===== src/lsf_pkg.sv =====
package lsf_pkg;

  // longest search term the window can hold
  localparam int TERM_MAX = 16;
  // bytes of one line that take part in matching
  localparam int LINE_MAX = 4096;

  localparam int BYTE_W     = 8;
  localparam int COL_W      = 12;
  localparam int LEN_W      = 5;
  localparam int CFG_DATA_W = 64;
  localparam int CFG_IDX_W  = 3;
  localparam int TERM_BYTES = 16;

  localparam int POS_W = $clog2(LINE_MAX + 1);
  localparam int CMP_W = (POS_W > COL_W) ? POS_W : COL_W;
  localparam int IDX_W = (TERM_MAX > 1) ? $clog2(TERM_MAX) : 1;

  localparam logic [BYTE_W-1:0] CHAR_UPPER_A = 8'h41;
  localparam logic [BYTE_W-1:0] CHAR_UPPER_Z = 8'h5A;
  localparam logic [BYTE_W-1:0] CASE_OFFSET  = 8'd32;

  typedef logic [BYTE_W-1:0]     byte_t;
  typedef logic [COL_W-1:0]      col_t;
  typedef logic [POS_W-1:0]      pos_t;
  typedef logic [CMP_W-1:0]      cmp_t;
  typedef logic [IDX_W-1:0]      idx_t;
  typedef logic [LEN_W-1:0]      len_t;
  typedef logic [CFG_DATA_W-1:0] cfg_data_t;

  typedef enum logic [CFG_IDX_W-1:0] {
    REG_TERM_LOW    = 3'd0,
    REG_TERM_HIGH   = 3'd1,
    REG_TERM_LENGTH = 3'd2,
    REG_MATCH_CASE  = 3'd3,
    REG_BACKWARD    = 3'd4
  } cfg_reg_t;

  // fold A-Z to lower case unless exact compare is selected
  function automatic byte_t fold_byte(input byte_t c, input logic exact);
    byte_t r;
    r = c;
    if (!exact && c >= CHAR_UPPER_A && c <= CHAR_UPPER_Z) begin
      r = c + CASE_OFFSET;
    end
    return r;
  endfunction

endpackage


===== src/line_substring_finder_unit.sv =====
// Substring finder for one line of text. Bytes of a line arrive one per request,
// with first_of_line on the first byte (which also samples start_column) and
// last_of_line on the final byte; exactly one result (found, match_column) comes
// out for each line, in the cycle after its last byte is taken. The block takes one
// byte per clock: the newest bytes sit in a shift window and all term bytes are
// compared against it in parallel in the same cycle, so the only stall is when a
// finished result is still waiting in the output register and out_ready is low.
// Forward search (search_backward = 0) reports the first match starting at or
// after the start column, backward search the last one starting at or before
// it. With match_case = 0 only A-Z are folded to lower case. term_length is
// clamped to 1..16. Bytes past column 4095 are not matched. Configuration is
// taken at any time (cfg_ready is always high) but should only be written
// while no line is in flight.
module line_substring_finder_unit (
  input  logic                            clk,
  input  logic                            rst,
  // byte requests
  input  logic                            in_valid,
  output logic                            in_ready,
  input  logic [7:0]                      line_char,
  input  logic [11:0]                     start_column,
  input  logic                            first_of_line,
  input  logic                            last_of_line,
  // line results
  output logic                            out_valid,
  input  logic                            out_ready,
  output logic                            found,
  output logic [11:0]                     match_column,
  // register writes
  input  logic                            cfg_valid,
  output logic                            cfg_ready,
  input  logic [lsf_pkg::CFG_IDX_W-1:0]   cfg_index,
  input  logic [lsf_pkg::CFG_DATA_W-1:0]  cfg_data
);

  // configuration registers
  lsf_pkg::cfg_data_t term_low;
  lsf_pkg::cfg_data_t term_high;
  lsf_pkg::len_t      term_length;
  logic               match_case;
  logic               search_backward;

  // per-line scan state
  lsf_pkg::byte_t     window [lsf_pkg::TERM_MAX];
  lsf_pkg::pos_t      byte_position;
  lsf_pkg::col_t      held_start;
  logic               match_seen;
  lsf_pkg::col_t      best_column;

  // combinational view of one byte request
  logic [2*lsf_pkg::CFG_DATA_W-1:0] term_all;
  lsf_pkg::byte_t     window_next [lsf_pkg::TERM_MAX];
  lsf_pkg::byte_t     term_byte   [lsf_pkg::TERM_MAX];
  lsf_pkg::len_t      len_used;
  lsf_pkg::idx_t      len_m1;
  logic               window_hit;
  lsf_pkg::pos_t      pos_cur;
  lsf_pkg::col_t      start_cur;
  logic               seen_cur;
  lsf_pkg::col_t      best_cur;
  logic               in_range;
  logic               long_enough;
  lsf_pkg::cmp_t      col;
  logic               take;
  logic               match_seen_next;
  lsf_pkg::col_t      best_column_next;
  lsf_pkg::pos_t      byte_position_next;
  logic               in_accept;

  assign cfg_ready = 1'b1;
  assign in_ready  = !out_valid || out_ready;
  assign in_accept = in_valid && in_ready;
  assign term_all  = {term_high, term_low};

  // register writes; indexes past the list are dropped
  always_ff @(posedge clk) begin
    if (rst) begin
      term_low        <= '0;
      term_high       <= '0;
      term_length     <= lsf_pkg::LEN_W'(1);
      match_case      <= 1'b0;
      search_backward <= 1'b0;
    end else if (cfg_valid) begin
      unique case (cfg_index)
        lsf_pkg::REG_TERM_LOW:    term_low        <= cfg_data;
        lsf_pkg::REG_TERM_HIGH:   term_high       <= cfg_data;
        lsf_pkg::REG_TERM_LENGTH: term_length     <= cfg_data[lsf_pkg::LEN_W-1:0];
        lsf_pkg::REG_MATCH_CASE:  match_case      <= cfg_data[0];
        lsf_pkg::REG_BACKWARD:    search_backward <= cfg_data[0];
        default: ;
      endcase
    end
  end

  // effective term length, held to 1..TERM_MAX
  always_comb begin
    if (term_length == '0) begin
      len_used = lsf_pkg::LEN_W'(1);
    end else if (term_length > lsf_pkg::LEN_W'(lsf_pkg::TERM_MAX)) begin
      len_used = lsf_pkg::LEN_W'(lsf_pkg::TERM_MAX);
    end else begin
      len_used = term_length;
    end
    len_m1 = lsf_pkg::IDX_W'(len_used - lsf_pkg::LEN_W'(1));
  end

  // window after shifting in the new byte, and the term as bytes
  always_comb begin
    window_next[0] = line_char;
    for (int i = 1; i < lsf_pkg::TERM_MAX; i++) begin
      window_next[i] = window[i-1];
    end
    for (int k = 0; k < lsf_pkg::TERM_MAX; k++) begin
      term_byte[k] = term_all[k*lsf_pkg::BYTE_W +: lsf_pkg::BYTE_W];
    end
  end

  // parallel compare: term byte k against the byte len-1-k places back
  always_comb begin
    lsf_pkg::idx_t sel;
    window_hit = 1'b1;
    for (int k = 0; k < lsf_pkg::TERM_MAX; k++) begin
      sel = len_m1 - lsf_pkg::IDX_W'(k);
      if (k <= int'(len_m1)) begin
        if (lsf_pkg::fold_byte(window_next[sel], match_case) !=
            lsf_pkg::fold_byte(term_byte[k], match_case)) begin
          window_hit = 1'b0;
        end
      end
    end
  end

  // line state as seen by this byte; a first mark restarts the line
  always_comb begin
    pos_cur   = first_of_line ? '0 : byte_position;
    start_cur = first_of_line ? start_column : held_start;
    seen_cur  = first_of_line ? 1'b0 : match_seen;
    best_cur  = first_of_line ? '0 : best_column;

    in_range    = pos_cur < lsf_pkg::POS_W'(lsf_pkg::LINE_MAX);
    long_enough = (lsf_pkg::CMP_W'(pos_cur) + lsf_pkg::CMP_W'(1)) >=
                  lsf_pkg::CMP_W'(len_used);
    col         = lsf_pkg::CMP_W'(pos_cur) + lsf_pkg::CMP_W'(1) -
                  lsf_pkg::CMP_W'(len_used);

    take = 1'b0;
    if (in_range && long_enough && window_hit) begin
      if (search_backward) begin
        // keep moving forward while still at or before the start
        take = col <= lsf_pkg::CMP_W'(start_cur);
      end else begin
        // first qualifying match only
        take = !seen_cur && (col >= lsf_pkg::CMP_W'(start_cur));
      end
    end

    match_seen_next    = seen_cur || take;
    best_column_next   = take ? lsf_pkg::COL_W'(col) : best_cur;
    byte_position_next = in_range ? pos_cur + lsf_pkg::POS_W'(1) : pos_cur;
  end

  // scan state update
  always_ff @(posedge clk) begin
    if (rst) begin
      byte_position <= '0;
      held_start    <= '0;
      match_seen    <= 1'b0;
      best_column   <= '0;
      for (int i = 0; i < lsf_pkg::TERM_MAX; i++) begin
        window[i] <= '0;
      end
    end else if (in_accept) begin
      held_start <= start_cur;
      if (in_range) begin
        for (int i = 0; i < lsf_pkg::TERM_MAX; i++) begin
          window[i] <= window_next[i];
        end
      end
      if (last_of_line) begin
        // line closed: next byte starts a fresh line at column 0
        byte_position <= '0;
        match_seen    <= 1'b0;
        best_column   <= '0;
      end else begin
        byte_position <= byte_position_next;
        match_seen    <= match_seen_next;
        best_column   <= best_column_next;
      end
    end
  end

  // result register
  always_ff @(posedge clk) begin
    if (rst) begin
      out_valid <= 1'b0;
    end else if (in_accept && last_of_line) begin
      out_valid <= 1'b1;
    end else if (out_ready) begin
      out_valid <= 1'b0;
    end
  end

  always_ff @(posedge clk) begin
    if (in_accept && last_of_line) begin
      found        <= match_seen_next;
      match_column <= match_seen_next ? best_column_next : '0;
    end
  end

endmodule


===== config.mk =====
export PLATFORM = sky130hd
export DESIGN_NAME = line_substring_finder_unit
export DESIGN_NICKNAME = d
export VERILOG_FILES = /design/src/lsf_pkg.sv /design/src/line_substring_finder_unit.sv
export SDC_FILE = /design/constraint.sdc
export NUM_CORES = 1
export LEC_CHECK = 0
export BUFFER_PORTS_ARGS = -buffer_cell sky130_fd_sc_hd__buf_4
export CORE_MARGIN = 2
export CORE_UTILIZATION = 57
export DETAILED_ROUTE_END_ITERATION = 6
export GPL_TIMING_DRIVEN = 1
export PLACE_DENSITY = 0.87
export SLEW_MARGIN = 5
export SYNTH_ARGS = -nofsm -noshare
export SYNTH_HDL_FRONTEND = slang
export SYNTH_SLANG_ARGS = --single-unit

===== constraint.sdc =====
create_clock -name clk -period 7.6 [get_ports clk]
set_clock_uncertainty 0.1 [all_clocks]
set_input_delay 1.14 -clock clk [delete_from_list [all_inputs] [get_ports clk]]
set_output_delay 1.14 -clock clk [all_outputs]
set_load 0.05 [all_outputs]

==> results of run 1 <==
-- metrics by stage --
stage | cell area [µm²] | utilization (%) | std cells
global placement | 25810 | 61.11 | 3240
finish | 27040 | 64.04 | 3308
detailed placement | 25810 | 61.11 | 3240
floorplan | 24570 | - | 2708
CTS | 27020 | 63.99 | 3307
global route | 27040 | 64.03 | 3307
-- what timing repair did --
action                     in CTS  in global routing
resized for setup               0                  1
hold buffers                    0                  0
setup endpoints to repair       0                  3
-- cell usage after synthesis (29+ instances only) --
cell	count
a211oi_1	29
a21o_1	34
a21oi_1	198
a31oi_1	37
and2_1	64
clkbuf_1	126
dfxtp_1	174
edfxtp_1	133
ha_1	67
inv_1	78
mux2_2	33
mux2i_1	172
mux4_2	130
nand2_1	444
nand3_1	52
nor2_1	140
nor2b_1	40
nor3_1	51
o21ai_0	62
o221ai_1	31
or3_1	41
xnor2_1	91
xor2_1	61
-- final timing paths --
path	startpoint	endpoint	slack [ns]	cells after the start
setup / recovery	term_length[1]$_SDFFE_PP0P_	best_column[8]$_SDFFE_PP0P_	0.39	21
hold / removal	held_start[0]$_SDFFE_PP0P_	held_start[0]$_SDFFE_PP0P_	0.38	2
setup reg to reg	term_length[1]$_SDFFE_PP0P_	best_column[8]$_SDFFE_PP0P_	0.39	21
hold reg to reg	held_start[0]$_SDFFE_PP0P_	held_start[0]$_SDFFE_PP0P_	0.38	2
-- registers in the layout, indices dropped and copies added, names as in the netlist --
signal,flops
found,1
term_length,5
term_low,64
term_high,64
match_column,12
out_valid,1
byte_position,13
best_column,12
match_case,1
window,120
match_seen,1
search_backward,1
held_start,12
-- kinds of logic after synthesis --
logic type / Yosys count / synth area share (%)
xor gates and xnor gates: 157 / 5.878
muxes: 335 / 20.47
buffers and inverters: 261 / 4.408
other: 1 / 0.01529
DFF: 307 / 30.49
AOI/OAI and AO/OA: 575 / 15.36
and+or+nand+nor: 1004 / 19.87
adders and majority gates: 68 / 3.500
-- cell type report --
type                    count  share of cell area, %
flip-flops and latches    307                  27.65
diodes                      1               0.009254
well taps                 539                  2.494
clock buffers              49                  3.896
multi-input cells        2140                  59.41
repair buffers            168                  4.724
inverters                  86                  1.208
clock inverters            18                 0.6015
-- per-layer routing --
metal / vias up / GRT usage, %
li1: 10100 / -
met1: 11230 / 51.30
met2: 1531 / 56.95
met3: 313 / 9.642
met4: 0 / 20.91
met5: - / 0
-- worst max-delay path: stages (launching register included) --
cell       delay, ns
dfxtp_2         0.32
buf_4           0.57
nand2b_4        0.29
ha_2            0.47
clkinv_2        0.10
buf_4           0.22
ha_1            0.26
nor4_1          0.45
nor4_4          0.12
xnor2_1         0.67
buf_4           0.27
mux4_2          0.34
or4b_2          0.67
o2111ai_1       0.15
o21ai_0         0.17
xnor2_1         0.20
a41oi_1         0.22
a221o_1         0.35
nor4_4          0.37
buf_4           0.40
mux2i_1         0.29
a21o_1          0.12
-- report_power, final --
| part | switching, µW | internal, µW |
|---|---|---|
| Clock | 781 | 1020 |
| Combinational | 788 | 529 |
| Sequential | 89.4 | 1800 |
| Total | 1660 | 3350 |
==> results.cfg, run 1 <==
[finish]
seqCellArea_um2 = 7478
nets = 2902
multiInputGateArea_um2 = 16070
final_cell_mix = 443 x nand2_1, 198 x a21oi_1, 173 x dfxtp_1
area_growth_pct = 10.27
final_common_cell = nand2_1
fillCellCount = 3421
drive_above_1_share_pct = 15.97

[clock_network]
root_buffer = clkbuf_16
cts_setup_buffers = 0
max-clock-path-buffers = 3
cts_htree_levels = 2
cts_buffers = 37
tritoncts = yes
clk_latency_ns = 0.58
clkTransAtPathRegs_ns = 0.06
clock-sinks = 307

[run_status]
status = finished, violations left
violations = DRC

[floorplanning]
die-area_um2 = 44700
die_width_um = 211.4
ios = 110
rows = 75
core_um2 = 42230
initial_utilization_pct = 58.07
die_h_um = 211.4

[min_path]
hold_path_class = reg -> reg

[route]
wl_per_cell_um = 26.16
wl_met3_um = 10600
ant_nets = 0
vias_per_cell = 7.003
wl_met2_um = 37100
topRoutingLayerUsed = met4
dr.pass1.iters = 7
drc = 1
drt-met1-wl_um = 33580
first_iter_violations = 3671
drt_wl_total_um = 86530
num_vias = 23170

[worst_setup_path]
critical_path_required_ns = 8.02
crit_path_max_fanout = 49
path_class = reg -> reg
crit_arrival_ns = 7.64
endpoint_kind = flop
cp-start-kind = flop

[sta]
hold_viol = 0
setup_tns_ns = 0
setup_viol = 0
whs_ns = 0.3785
period_needed_ns = 7.214
final_max_slew_viol_count = 0
worst_slack_ns = 0.3865
tightest_slew_ns = 1.307
rsz0062_at_grt = false
slew_headroom_pct = 12.47
max_freq_ghz = 0.1386
fin_crit_sh_pct = 94.92

[place]
dpl.hpwl_um = 63440
place.gp.congestion = 1.037
io_buffers = 108
pre_cts_ws_ns = 0.2770

[global_routing]
antenna_found_initial = 0
first_global_vias = 21720
grt_use_total_pct = 38.31
grt.overflow.total = 0
grt_pass1_wl_um = 130400
grt_max_degree = 92

[synth]
synthArstFlopShare_pct = 0
synth-main-ff-cell = dfxtp_1
synthTopCellsByArea = edfxtp_1 16%, dfxtp_1 14%, mux4_2 12%
synth_edf_count = 133
seq_area_frac_synth_pct = 30.49
avgSynthCellArea_um2 = 9.056
netlist_area_um2 = 24520
synth_top_cell_by_area = edfxtp_1
yosys_warnings = 0
synth-seq-cells = 307
postSynthCellCount = 2708
synth_top_cell_area_share_pct = 16.29
synth_cell_types = 85
synthesis.nets = 2870

[power_and_ir_drop]
ir_drop_mv = 0.1702
leakagePower_uw = 0.01080
power.density_nw_per_um2 = 185.3
power_uw = 5012

[run]
max-cap-violations = 0
Power figures use the tool's default switching activity.
==> run 2, diff against run 1 <==
--- a/config.mk
+++ b/config.mk
@@ -7,10 +7,10 @@
 export LEC_CHECK = 0
 export BUFFER_PORTS_ARGS = -buffer_cell sky130_fd_sc_hd__buf_4
 export CORE_MARGIN = 2
-export CORE_UTILIZATION = 57
+export CORE_UTILIZATION = 58
 export DETAILED_ROUTE_END_ITERATION = 6
 export GPL_TIMING_DRIVEN = 1
-export PLACE_DENSITY = 0.87
+export PLACE_DENSITY = 0.85
 export SLEW_MARGIN = 5
 export SYNTH_ARGS = -nofsm -noshare
 export SYNTH_HDL_FRONTEND = slang
==> constraint.sdc (replaced) <==
create_clock -name clk -period 8.3 [get_ports clk]
set_clock_uncertainty 0.1 [all_clocks]
set_input_delay 1.245 -clock clk [delete_from_list [all_inputs] [get_ports clk]]
set_output_delay 1.245 -clock clk [all_outputs]
set_load 0.05 [all_outputs]
==> run 2 against run 1 <==
The run now ends clean; non-clock buffer count down 2; critical path depth unchanged; register-to-register slack better by 0.24 ns; combinational power is 9% lower; sequential cell count is the same; setup slack improved by 0.24 ns; worst hold slack got worse by 0.016 ns; count of clock-buffer cells in the layout increased by 1; highest routed layer unchanged; global-route usage barely moved; power fell by 6.9%; clock power down 3%; die area shrank 1.7%.
==> results.cfg, run 2 (synthesis gave the netlist of run 1 again) <==
[sta]
max_freq_ghz = 0.1303
slew_headroom_pct = 25.82
hold_viol = 0
whs_ns = 0.3620
setup_tns_ns = 0
period_needed_ns = 7.675
fin_crit_sh_pct = 92.47
rsz0062_at_grt = false
tightest_slew_ns = 1.113
final_max_slew_viol_count = 0
setup_viol = 0

[finish]
fin_cells = 3308
fillCellCount = 3412
drive_above_1_share_pct = 16.00
regMostFlops = window
final_cell_mix = 443 x nand2_1, 198 x a21oi_1, 173 x dfxtp_1
antenna_cells = 0
area_growth_pct = 10.42
nets = 2901
largest_reg_flops = 120
reg_top3 = window: 120 flops, term_high: 64 flops, term_low: 64 flops
fin_util_pct = 64.70
final_common_cell = nand2_1

[min_path]
hold_path_class = reg -> reg
hp-start = held_start[0]$_SDFFE_PP0P_
hold_depth = 2
hold_end = held_start[0]$_SDFFE_PP0P_

[global_routing]
grt_max_degree = 84
grt_pass1_wl_um = 128800
grt.overflow.total = 0
grt_use_total_pct = 38.27
first_global_vias = 21350
antenna_found_initial = 0

[power_and_ir_drop]
power_uw = 4668
p_int_uw = 3138
ir_drop_mv = 0.1634
power.density_nw_per_um2 = 172.4
clock_power_share_pct = 37.3
p_sw_share_pct = 32.78
p_sw_uw = 1530
seq_power_share_pct = 37.1
combinationalPowerShare_pct = 25.6
leakagePower_uw = 0.01081

[route]
dr.pass1.iters = 6
drt_wl_total_um = 85680
vias_per_cell = 6.950
drc = 0
first_iter_violations = 3171
wl_per_cell_um = 25.90
ant_nets = 0
num_vias = 22990

[clock_network]
hold_buffers = 0
root_buffer = clkbuf_16
ctsResizeCount = 0
max-clock-path-buffers = 3
cts_htree_levels = 2
cts_buffers = 38
clkTransAtPathRegs_ns = 0.06
clock-sinks = 307
clk_latency_ns = 0.60
cts_setup_buffers = 0
tritoncts = yes

[worst_setup_path]
crit_path_max_fanout = 49
crit_path_start = term_length[1]$_SDFFE_PP0P_
r2r-start = term_length[1]$_SDFFE_PP0P_
cp-start-kind = flop
regToRegSetupSlack_ns = 0.63
path_class = reg -> reg
reg2regPathDepth = 21
crit_arrival_ns = 8.07
critical_path_required_ns = 8.69
r2r_end = best_column[8]$_SDFFE_PP0P_
endpoint_kind = flop

[place]
dp.cells = 3238
place.gp.congestion = 1.056
dpl.hpwl_um = 63270
io_buffers = 108

[floorplanning]
ios = 110
die_width_um = 209.6
core_um2 = 41850
die-area_um2 = 43940
initial_utilization_pct = 58.59
rows = 75
die_h_um = 209.6

[run_status]
status = completed

[run]
max-cap-violations = 0
[run 2: cell count changes in the layout (fill, tap and decap cells not counted), sizes merged]
cell    before  now
buf        168  166
bufinv       1    2
clkbuf      49   50
clkinv      17   16
diode        1    0
inv         84   86
[run 2: layout make-up]
cell class | instances | area [µm²] | share of cell area [%]
timing repair buffer | 166 | 1250 | 4.616
clock inverter | 20 | 234.0 | 0.8641
clock buffer | 50 | 1089 | 4.020
sequential | 307 | 7478 | 27.62
tap | 539 | 674.4 | 2.491
inverter | 86 | 325.3 | 1.201
multi-input combinational | 2140 | 16030 | 59.19
[run 2: through the flow]
stage                     worst slack (ns)  cell area, µm²
after floorplan                    0.09539           24530
final                               0.6253           27080
after global placement              0.8689           25760
after global routing                0.1955           27080
after detailed placement            0.6432           25760
after CTS                           0.7988           27080
[run 2: power groups by stage]
stage               registers [µW]  clock network (µW)  logic (µW)
floorplan                     1740                   0         794
global placement              1750                   0        1120
detailed placement            1760                   0        1150
CTS                           1720                1750        1160
global route                  1740                1810        1260
finish                        1730                1740        1200
[run 2: critical path: stages (launching register included)]
cell and delay [ns]:
dfxtp_2 0.32, buf_4 0.58, nand2b_4 0.50, ha_2 0.50, clkinv_1 0.18, ha_1 0.34
and3b_1 0.19, o221a_2 0.24, nor4_1 0.70, xnor2_1 0.38, buf_4 0.30, mux4_2 0.24
nor4b_1 0.06, or4_1 0.52, nor4_1 0.28, o2111ai_1 0.22, or2_2 0.37, a221o_1 0.39
nor4_4 0.39, buf_4 0.40, mux2i_1 0.14, a21o_1 0.17
[run 2: how the worst max path moves through the flow]
stage                                    endpoint  slack [ns]  cells past startpoint
finish                best_column[8]$_SDFFE_PP0P_        0.63                     21
global route          best_column[4]$_SDFFE_PP0P_        0.20                     24
CTS                   best_column[4]$_SDFFE_PP0P_        0.80                     21
detailed placement  match_column[5]$_SDFFCE_PN0P_        0.64                     25
global placement    match_column[8]$_SDFFCE_PN0P_        0.87                     25
floorplan           match_column[7]$_SDFFCE_PN0P_         0.1                     29
[run 2: routing by layer]
| metal | GRT usage [%] | part of all wire, % | vias up |
|---|---|---|---|
| li1 | - | - | 10110 |
| met1 | 50.68 | 38 | 11110 |
| met2 | 57.66 | 44 | 1512 |
| met3 | 10.52 | 12 | 260 |
| met4 | 19.56 | 5.5 | 0 |
| met5 | 0 | 0 | - |
